## src/hw/rtl/mdc_pkg.sv

```systemverilog
// Shared constants, micro-op format and sequencer program for the cofactor
// determinant unit. No dependencies.
// Used by matrix_determinant_cofactor_unit.
package mdc_pkg;

    localparam int ENTRY_BITS  = 16;
    localparam int MAX_SIZE    = 4;
    localparam int STORE_DEPTH = MAX_SIZE * MAX_SIZE;
    localparam int ADDRW       = $clog2(STORE_DEPTH);
    localparam int SIZEW       = 3;
    localparam int DETW        = 64;

    // 3x3 minors of 16-bit entries stay below 6 * 2^45, so 50 signed bits hold them
    localparam int OPW   = 50;
    localparam int PRODW = OPW + ENTRY_BITS;
    // 4x4 determinant stays below 24 * 2^60
    localparam int ACCW  = 67;

    // six 2x2 minors, then four 3x3 minors indexed by their missing column
    localparam int NPAIRS = 6;
    localparam int MINORS = NPAIRS + MAX_SIZE;
    localparam int MIDXW  = $clog2(MINORS);

    localparam logic [SIZEW-1:0] SIZE_RESET = SIZEW'(4);

    // micro-op kinds
    localparam logic [1:0] K_LDH = 2'd0;   // latch entry into holding register
    localparam logic [1:0] K_MUL = 2'd1;   // multiply entry by operand, accumulate
    localparam logic [1:0] K_END = 2'd2;   // deliver result

    // accumulate modes
    localparam logic [1:0] A_SET = 2'd0;
    localparam logic [1:0] A_ADD = 2'd1;
    localparam logic [1:0] A_SUB = 2'd2;

    typedef struct packed {
        logic [1:0]       kind;
        logic [ADDRW-1:0] addr;
        logic             src_minor;
        logic [MIDXW-1:0] ridx;
        logic [1:0]       amode;
        logic             wr_minor;
        logic [MIDXW-1:0] widx;
    } t_uop;

    // program lengths per size: pairs * 4 + triples * 3 + final terms + end
    localparam int PLEN2    = 5;
    localparam int PLEN3    = 16;
    localparam int PLEN4    = 41;
    localparam int PSTART3  = PLEN2;
    localparam int PSTART4  = PLEN2 + PLEN3;
    localparam int PROG_LEN = PLEN2 + PLEN3 + PLEN4;
    localparam int PCW      = $clog2(PROG_LEN);

    typedef t_uop [PROG_LEN-1:0] t_prog;

    function automatic int pair_idx(int i, int j);
        int k;
        if (i == 0) begin
            k = j - 1;
        end else if (i == 1) begin
            k = j + 1;
        end else begin
            k = 5;
        end
        return k;
    endfunction

    function automatic t_uop mk_op(logic [1:0] kind, int row, int col, int n, logic src,
                                   int ridx, logic [1:0] amode, int widx);
        t_uop u;
        u.kind      = kind;
        u.addr      = ADDRW'(row * n + col);
        u.src_minor = src;
        u.ridx      = MIDXW'(ridx);
        u.amode     = amode;
        u.wr_minor  = (widx >= 0);
        u.widx      = MIDXW'((widx < 0) ? 0 : widx);
        return u;
    endfunction

    // Expansion bottom-up: 2x2 minors of the last two rows, 3x3 minors of the last
    // three rows, then row 0. Term order keeps a minor from being read by the op
    // right after the one that writes it.
    function automatic t_prog build_prog();
        t_prog p;
        int    pc;
        int    r2;
        int    r3;
        int    t;
        int    miss;
        p  = '0;
        pc = 0;
        for (int n = 2; n <= MAX_SIZE; n++) begin
            r2 = n - 2;
            r3 = n - 1;
            for (int i = 0; i < n; i++) begin
                for (int j = i + 1; j < n; j++) begin
                    p[pc] = mk_op(K_LDH, r2, i, n, 1'b0, 0, A_SET, -1);
                    pc++;
                    p[pc] = mk_op(K_MUL, r3, j, n, 1'b0, 0, A_SET, -1);
                    pc++;
                    p[pc] = mk_op(K_LDH, r2, j, n, 1'b0, 0, A_SET, -1);
                    pc++;
                    p[pc] = mk_op(K_MUL, r3, i, n, 1'b0, 0, A_SUB, pair_idx(i, j));
                    pc++;
                end
            end
            if (n >= 3) begin
                t = n - 3;
                for (int c0 = 0; c0 < n; c0++) begin
                    for (int c1 = c0 + 1; c1 < n; c1++) begin
                        for (int c2 = c1 + 1; c2 < n; c2++) begin
                            miss = 6 - c0 - c1 - c2;
                            p[pc] = mk_op(K_MUL, t, c2, n, 1'b1, pair_idx(c0, c1),
                                          A_SET, -1);
                            pc++;
                            p[pc] = mk_op(K_MUL, t, c1, n, 1'b1, pair_idx(c0, c2),
                                          A_SUB, -1);
                            pc++;
                            p[pc] = mk_op(K_MUL, t, c0, n, 1'b1, pair_idx(c1, c2),
                                          A_ADD, NPAIRS + miss);
                            pc++;
                        end
                    end
                end
            end
            if (n == 4) begin
                p[pc] = mk_op(K_MUL, 0, 2, n, 1'b1, NPAIRS + 2, A_SET, -1);
                pc++;
                p[pc] = mk_op(K_MUL, 0, 3, n, 1'b1, NPAIRS + 3, A_SUB, -1);
                pc++;
                p[pc] = mk_op(K_MUL, 0, 1, n, 1'b1, NPAIRS + 1, A_SUB, -1);
                pc++;
                p[pc] = mk_op(K_MUL, 0, 0, n, 1'b1, NPAIRS + 0, A_ADD, -1);
                pc++;
            end
            p[pc] = mk_op(K_END, 0, 0, n, 1'b0, 0, A_SET, -1);
            pc++;
        end
        return p;
    endfunction

    localparam t_prog PROG = build_prog();

    function automatic logic [PCW-1:0] prog_start(logic [SIZEW-1:0] n);
        logic [PCW-1:0] s;
        unique case (n)
            SIZEW'(2): s = '0;
            SIZEW'(3): s = PCW'(PSTART3);
            default:   s = PCW'(PSTART4);
        endcase
        return s;
    endfunction

    function automatic logic [ADDRW-1:0] last_index(logic [SIZEW-1:0] n);
        logic [ADDRW-1:0] l;
        unique case (n)
            SIZEW'(2): l = ADDRW'(3);
            SIZEW'(3): l = ADDRW'(8);
            default:   l = ADDRW'(STORE_DEPTH - 1);
        endcase
        return l;
    endfunction

endpackage

```

## src/hw/rtl/mdc_ram.sv

```systemverilog
// Generic single-write, single-read RAM with registered read data.
// No dependencies.
module mdc_ram #(
    parameter int WIDTH = 16,
    parameter int DEPTH = 16
) (
    input  logic                     i_clk,
    input  logic                     i_we,
    input  logic [$clog2(DEPTH)-1:0] i_waddr,
    input  logic [WIDTH-1:0]         i_wdata,
    input  logic [$clog2(DEPTH)-1:0] i_raddr,
    output logic [WIDTH-1:0]         o_rdata
);

    logic [WIDTH-1:0] r_mem [DEPTH];
    logic [WIDTH-1:0] r_rdata;

    always_ff @(posedge i_clk) begin
        if (i_we) begin
            r_mem[i_waddr] <= i_wdata;
        end
        r_rdata <= r_mem[i_raddr];
    end

    assign o_rdata = r_rdata;

endmodule

```

## src/hw/rtl/matrix_determinant_cofactor_unit.sv

```systemverilog
// Exact determinant of an n x n signed matrix (n = 2..4) by cofactor expansion.
// An entry is taken each cycle that start is high and busy is low, row-major, one
// per cycle; after the last entry busy stays high while a small sequencer drives one
// shared 16 x 50 bit multiplier, one product per cycle, fed from the single-read-port
// entry RAM. The result is then on o_det_value / o_overflow for exactly one cycle
// with o_det_valid; the receiver cannot stall it. Results outside signed 64-bit
// range saturate and set o_overflow. A size write (allowed while busy is low)
// restarts the load.
// Depends on mdc_pkg and mdc_ram.
module matrix_determinant_cofactor_unit
    import mdc_pkg::*;
(
    input  logic                         i_clk,
    input  logic                         i_rst_n,
    input  logic                         start,
    output logic                         busy,
    input  logic signed [ENTRY_BITS-1:0] i_entry_value,
    input  logic                         i_cfg_valid,
    output logic                         o_cfg_ready,
    input  logic [SIZEW-1:0]             i_cfg_data,
    output logic                         o_det_valid,
    output logic signed [DETW-1:0]       o_det_value,
    output logic                         o_overflow
);

    logic [SIZEW-1:0] r_size;
    logic [ADDRW-1:0] r_cnt;
    logic             r_busy;
    logic             r_run;
    logic [PCW-1:0]   r_pc;
    logic             r_v2;
    logic             r_v3;
    t_uop             r_op2;
    t_uop             r_op3;

    logic signed [OPW-1:0]   r_h;
    logic signed [OPW-1:0]   r_minor [MINORS];
    logic signed [PRODW-1:0] r_prod;
    logic signed [ACCW-1:0]  r_acc;
    logic signed [DETW-1:0]  r_det;
    logic                    r_ovf;
    logic                    r_dv;

    t_uop                         w_uop;
    logic                         w_load;
    logic                         w_cfg;
    logic [SIZEW-1:0]             w_size_wr;
    logic signed [ENTRY_BITS-1:0] w_rdata;
    logic signed [OPW-1:0]        w_oper;
    logic signed [PRODW-1:0]      w_prod;
    logic signed [ACCW-1:0]       n_acc;
    logic                         w_fits;

    assign w_uop  = PROG[r_pc];
    assign w_load = start & ~r_busy;
    assign w_cfg  = i_cfg_valid & ~r_busy;

    always_comb begin
        if (i_cfg_data < SIZEW'(2)) begin
            w_size_wr = SIZEW'(2);
        end else if (i_cfg_data > SIZEW'(MAX_SIZE)) begin
            w_size_wr = SIZEW'(MAX_SIZE);
        end else begin
            w_size_wr = i_cfg_data;
        end
    end

    mdc_ram #(
        .WIDTH(ENTRY_BITS),
        .DEPTH(STORE_DEPTH)
    ) u_store (
        .i_clk  (i_clk),
        .i_we   (w_load),
        .i_waddr(r_cnt),
        .i_wdata(i_entry_value),
        .i_raddr(w_uop.addr),
        .o_rdata(w_rdata)
    );

    // sequencer: issue (RAM read), multiply, accumulate
    always_ff @(posedge i_clk) begin
        if (!i_rst_n) begin
            r_size <= SIZE_RESET;
            r_cnt  <= '0;
            r_busy <= 1'b0;
            r_run  <= 1'b0;
            r_pc   <= '0;
            r_v2   <= 1'b0;
            r_v3   <= 1'b0;
            r_dv   <= 1'b0;
        end else begin
            if (w_cfg) begin
                r_size <= w_size_wr;
                r_cnt  <= '0;
            end else if (w_load) begin
                if (r_cnt == last_index(r_size)) begin
                    r_cnt  <= '0;
                    r_busy <= 1'b1;
                    r_run  <= 1'b1;
                    r_pc   <= prog_start(r_size);
                end else begin
                    r_cnt <= r_cnt + ADDRW'(1);
                end
            end
            if (r_run) begin
                r_pc <= r_pc + PCW'(1);
                if (w_uop.kind == K_END) begin
                    r_run <= 1'b0;
                end
            end
            r_v2 <= r_run;
            r_v3 <= r_v2;
            r_dv <= r_v3 && (r_op3.kind == K_END);
            if (r_v3 && r_op3.kind == K_END) begin
                r_busy <= 1'b0;
            end
        end
    end

    assign w_oper = r_op2.src_minor ? r_minor[r_op2.ridx] : r_h;
    assign w_prod = w_rdata * w_oper;

    always_comb begin
        unique case (r_op3.amode)
            A_SET:   n_acc = ACCW'(r_prod);
            A_ADD:   n_acc = r_acc + ACCW'(r_prod);
            A_SUB:   n_acc = r_acc - ACCW'(r_prod);
            default: n_acc = r_acc;
        endcase
    end

    // fits in 64 bits when the top bits are a pure sign extension
    assign w_fits = (&r_acc[ACCW-1:DETW-1]) | ~(|r_acc[ACCW-1:DETW-1]);

    always_ff @(posedge i_clk) begin
        r_op2 <= w_uop;
        r_op3 <= r_op2;
        if (r_v2 && r_op2.kind == K_LDH) begin
            r_h <= OPW'(w_rdata);
        end
        if (r_v2 && r_op2.kind == K_MUL) begin
            r_prod <= w_prod;
        end
        if (r_v3 && r_op3.kind == K_MUL) begin
            r_acc <= n_acc;
            if (r_op3.wr_minor) begin
                r_minor[r_op3.widx] <= n_acc[OPW-1:0];
            end
        end
        if (r_v3 && r_op3.kind == K_END) begin
            r_ovf <= ~w_fits;
            if (w_fits) begin
                r_det <= r_acc[DETW-1:0];
            end else if (r_acc[ACCW-1]) begin
                r_det <= {1'b1, {(DETW-1){1'b0}}};
            end else begin
                r_det <= {1'b0, {(DETW-1){1'b1}}};
            end
        end
    end

    assign busy        = r_busy;
    assign o_cfg_ready = ~r_busy;
    assign o_det_valid = r_dv;
    assign o_det_value = r_det;
    assign o_overflow  = r_ovf;

endmodule

```

## config.mk

```make
export PLATFORM = sky130hd
export DESIGN_NAME = matrix_determinant_cofactor_unit
export DESIGN_NICKNAME = d
export VERILOG_FILES = /design/src/hw/rtl/mdc_pkg.sv /design/src/hw/rtl/mdc_ram.sv /design/src/hw/rtl/matrix_determinant_cofactor_unit.sv
export SDC_FILE = /design/constraint.sdc
export NUM_CORES = 2
export LEC_CHECK = 0
export BUFFER_PORTS_ARGS = -buffer_cell sky130_fd_sc_hd__buf_4
export CORE_UTILIZATION = 35
export CTS_BUF_LIST = sky130_fd_sc_hd__clkbuf_4 sky130_fd_sc_hd__clkbuf_8
export CTS_CLUSTER_SIZE = 25
export DETAILED_ROUTE_END_ITERATION = 6
export GPL_TIMING_DRIVEN = 0
export HOLD_SLACK_MARGIN = 0.15
export PLACE_DENSITY = 0.6
export SLEW_MARGIN = 25
export SYNTH_ARGS = -nofsm -noshare
export SYNTH_HDL_FRONTEND = slang
export SYNTH_SLANG_ARGS = --single-unit
```

## constraint.sdc

```tcl
create_clock -name i_clk -period 18.7 [get_ports i_clk]
set_input_delay 3.74 -clock i_clk [delete_from_list [all_inputs] [get_ports i_clk]]
set_output_delay 3.74 -clock i_clk [all_outputs]
set_load 0.02 [all_outputs]
```

# After elaboration in Yosys (flattened, before gate mapping)

Memories as Yosys holds them, arrays and structs flattened. A register that Yosys moved wholly into a read port is not among the register bits.
Index checks and enable logic that the tools add are counted.

Register bits after elaboration: 251
Latch bits: 0
Bits in writable memories: 756
Bits in read-only memories: 1152
Bits of input ports: 23
Output and inout port bits: 68
Word-level logic and storage cells: 97
Memories kept: 3

Memories:

| name            | words | bits a word | rd ports | clocked after Yosys merged registers in | write ports | RTL line                               | text |
|---|---|---|---|---|---|---|---|
| (no name shown) | 64    | 18          | 1        | 1                                       | 0           | matrix_determinant_cofactor_unit.sv:54 | `assign w_uop = PROG[r_pc];` |
| r_minor         | 10    | 50          | 1        | 1                                       | 1           | matrix_determinant_cofactor_unit.sv:37 | `logic signed [OPW-1:0] r_minor [MINORS];` |
| u_store.r_mem   | 16    | 16          | 1        | 1                                       | 1           | mdc_ram.sv:15                          | `logic [WIDTH-1:0] r_mem [DEPTH];` |

$add $sub $neg: 4
Multipliers: 1
Div/mod/pow operators: 0
Order comparisons: 3
Eq/ne operators: 10
Shift-type cells: 0
Muxes and demuxes: 29
Bitwise operators: 8
Reduce and logical (&&, ||, !) cells: 16

Operators with widths:

| kind                  | count |
|---|---|
| $pmux W67 S3          | 1 |
| $mux W64              | 2 |
| $add A67 B66 Y67      | 1 |
| $sub A67 B66 Y67      | 1 |
| $mul A16 B50 Y66      | 1 |
| $mux W50              | 1 |
| $mux W6               | 6 |
| $mux W18              | 1 |
| $mux W4               | 4 |
| $mux W1               | 10 |
| $pmux W5 S2           | 1 |
| $pmux W4 S2           | 1 |
| $lt A6 B7 Y1 const B  | 1 |
| $add A6 B1 Y6 const B | 1 |
| $eq A2 B1 Y1 const B  | 3 |
| $eq A2 B2 Y1 const B  | 3 |
| $eq A3 B2 Y1 const B  | 2 |
| $mux W3               | 2 |
| $reduce_and A3 Y1     | 2 |
| $not A1 Y1            | 5 |
| $add A4 B1 Y4 const B | 1 |
| $eq A4 B4 Y1          | 1 |
| $logic_and A1 B1 Y1   | 4 |
| $logic_not A2 Y1      | 2 |
| 11 further kinds      | 14 |

# Longest topological paths before layout

Depth after elaboration: 12
Mapped depth: 34
Mapped depth without buffers: 29

# Modules after synthesis

A second synthesis with hierarchy kept.

Cell total of the unflattened synthesis: 6150
Area total of the unflattened synthesis: 72539.6 um^2

Modules (own cells, without submodules):

| module                           | instances | cells an instance | area an instance (um^2) | seq. area each (um^2) |
|---|---|---|---|---|
| matrix_determinant_cofactor_unit | 1         | 5718              | 62496.2                 | 22621.7 |
| mdc_ram                          | 1         | 432               | 10043.4                 | 8007.7 |

# Least setup slack after synthesis

OpenSTA, ideal clock, no wires.

Path kind: register to register
Start point: register with a tool-made name
End point: register r_prod[49] (data pin)
Setup time: 0.263 ns
Arrival time: 8.112 ns
Required time: 18.437 ns
Path slack: 10.325 ns
Cell stages (with the launch flop): 30
Buffers on the path: 4
Period minus slack after synthesis: 8.375 ns
Cell sequence: dfxtp_1 > clkbuf_1 > buf_1 > buf_2 > mux4_2 > a211oi_1 > a21oi_1 > mux2_2 > clkbuf_1 > nand2_1 > fa_1 > fa_1 > fa_1 > fa_1 > inv_1 > fa_1 > inv_1 > fa_1 > inv_1 > ha_1 > and4_1 > o21ai_0 > o21ai_0 > o21bai_1 > o31ai_1 > a31oi_1 > o31a_1 > nand2_1 > a21boi_0 > xnor2_1

RTL lines:

| what                   | RTL line                                | text |
|---|---|---|
| end signal: assignment | matrix_determinant_cofactor_unit.sv:142 | `r_prod <= w_prod;` |
| end: declaration       | matrix_determinant_cofactor_unit.sv:38  | `logic signed [PRODW-1:0] r_prod;` |

==> qor.yml <==
synth:
  yosysSeqAreaShare: 0.4211
  synth-simple-area-share: 0.1001
  ys.flop_type: "edfxtp_1"
  yosysTopAreaCell: "edfxtp_1"
  synth.distinct_cells: 91
  synth_area_leaders: "edfxtp_1, fa_1, mux4_2"
  syn_inst: 6148
  yosysMostFrequentCell: "edfxtp_1"
  syn-num-nets: 7141
  muxShareOfSynthArea: 0.07106
  synth_fa_ha_area_frac: 0.2431
  synth_edf_count: 970
  synth_compound_gate_area_share: 0.07465
  synth_top_family_by_area: "adder cells"
  syn_avg_cell_area_sq_um: 11.83
  synth-async-reset-ratio: 0
  synthTopCellsByCount: "edfxtp_1, inv_1, nand2_1"
  synthXorXnorAreaFrac: 0.02372
  yosysWarnings: 0
  synth.cell_area_sq_mm: 0.07274
  synth_top_area_frac: 0.4004
  synth_seq_cells: 1045
sta:
  tns_ps: 0
  tightest_slew_ps: 1220
  finalCriticalPeriod_ps: 10950
  final_hold_viol_count: 0
  fmax_ghz: 0.09129
  max-slew-margin-rel: 0.1866
  slew_viol_final: 0
  rsz0062_at_grt: "no"
  finalCritPeriodShare: 0.5858
  setup_viol: 0
  fin_worst_skew_ps: 65.47
cts:
  clock_sinks: 1045
  htree_levels: 4
  cts_tree: "built"
  cts_resized: 0
  cts_hold_buf: 0
  cts_setup_buffers: 0
  clockBufferDepth: 3
  clk_pin_slew_ps: 60
  cts_made_buffers: 167
  clk_latency_ps: 900
  clockRootBuffer: "clkbuf_8"
worst_setup_path:
  slowest_delay_ps: 690
  critPathMaxFanout: 10
  critPathLaunchType: "register"
  critPathSlowestCell: "o211ai_1"
  required_ps: 19320
  critPathKind: "register to register"
  cpMostUsedCell: "fa_1"
  arrival_ps: 11570
  cp-end-kind: "register"
die:
  num_rows: 166
  coreArea_sq_mm: 0.2056
  initial_utilization: 0.3538
  die_h_um: 457.9
  ios: 91
  die_x_um: 457.9
  die_area_sq_mm: 0.2097
grt:
  grt_max_degree: 46
  grt_pass1_wl_mm: 337.8
  grt_pass1_vias: 50830
  grt-ovfl-total: 0
  antenna_found_initial: 16
  grt_usage: 0.2179
place:
  numPortBuffers: 89
  gp_congestion: 0.9782
  post-dp-hpwl_mm: 179.1
detailed_routing:
  route.detailed.wl_per_inst_um: 24.53
  drc: 0
  drt_pass1_iterations: 5
  via_per_inst: 5.313
  ant_nets: 0
  num_vias: 49510
  wl_mm: 228.6
  drtIter0Drc: 4742
min_path:
  min_path_type: "register to register"
status:
  status: "finished clean"
power_and_ir_drop:
  ir_drop_mv: 0.2330
  p_leak_uw: 0.03210
  p_total_uw: 11990
  powerDensity_mw_per_mm2: 146.8
layout:
  drive_gt1_frac: 0.1225
  regArea_sq_mm: 0.03063
  area.growth.synth_to_final_pct: 12.27
  finish.net_count: 7484
  multiInputGateArea_sq_mm: 0.03763
  fill_cells: 19670
job:
  cap_violations: 0
==> metrics by stage <==
step,setup slack (ps),utilization,cells,hold slack (ps),instance area [sq um]
after floorplan,10320,-,6148,309.6,72740
after global placement,4660,0.3734,8925,310.0,76770
after detailed placement,7640,0.3797,9010,312.1,78070
after CTS,7585,0.3968,9315,324.7,81580
after global routing,7249,0.3971,9317,333.5,81660
final,7746,0.3972,9319,323.3,81670
==> worst max-delay path: cells and delay by family (launching register included) <==
kind	cells	cell delay, ps
DFF	1	300
xor gates and xnor gates	1	150
adders and majority gates	7	3440
and+or+nand+nor	5	1580
buffers and inverters	8	2500
muxes	2	710
AOI/OAI and AO/OA	7	2000
==> path summary, 6_finish.rpt <==
path / from / to / slack, ps / depth (start not counted)
setup / recovery: register / r_prod[59] / 7750 / 30
setup reg to reg: register / r_prod[59] / 7750 / 30
hold reg to reg: w_uop[11] / r_op2[11] / 320 / 0
hold / removal: w_uop[11] / r_op2[11] / 320 / 0
==> state kept, by name (all words and copies together), names as in the netlist, 3 cells and up, named ones only <==
register         cells
r_cnt                4
r_prod              66
u_store.r_mem      256
r_op3                9
r_pc                 6
r_op2               10
r_acc               67
o_det_value         64
u_store.o_rdata     16
r_minor            500
r_size               3
w_uop               18
r_h                 16
==> cell usage in the layout, fill, tap and decap left out, types with 32 or more instances in the layout <==
master      n
clkbuf_4   53
nor3_1     55
clkbuf_1  261
dfxtp_1    75
ha_1      231
mux2i_1    54
mux2_2     51
a21o_1     95
mux4_2    180
a21oi_1   199
fa_1      739
a31oi_1    43
nand4_1    34
o21a_1     43
inv_1     943
o21bai_1   33
buf_1      32
nor2b_1    36
edfxtp_1  970
nand2_1   767
a21boi_0   35
o21ai_0   110
nand3_1    54
nor2_1    180
buf_4     136
and2_1    292
o211ai_1   47
clkbuf_8  176
xnor2_1   135
xor2_1     62
clkinv_1   32
==> final cells by class <==
type,instances,area share
clock buffer,229,0.03453
antenna,4,0.0001226
inverter,946,0.04348
buffer,328,0.01577
multi-input combinational,3829,0.4607
timing repair buffer,174,0.02068
sequential,1045,0.3751
tap,2688,0.04118
clock inverter,76,0.008442
==> report_power, final <==
| part | switching, uW | internal, uW |
|---|---|---|
| Clock | 979 | 1080 |
| Sequential | 7.07 | 2840 |
| Combinational | 4510 | 2580 |
| Total | 5500 | 6490 |
==> layer usage <==
metal,global-route usage,part of all wire,vias to the layer above
met3,0.04095,0.083,383
met4,0.07610,0.037,6
met5,0,0.00013,-
li1,-,-,21470
met1,0.3039,0.43,25490
met2,0.3392,0.45,2166
==> logic make-up (layout without fill, tap and decap cells) <==
kind of cell	after synthesis	after routing
and+or+nand+nor	1554	1554
buffers and inverters	1274	1753
DFF	1045	1045
adders and majority gates	970	970
AOI/OAI and AO/OA	823	823
muxes	285	285
xor gates and xnor gates	197	197
other	0	4
Power figures use the tool's default switching activity.
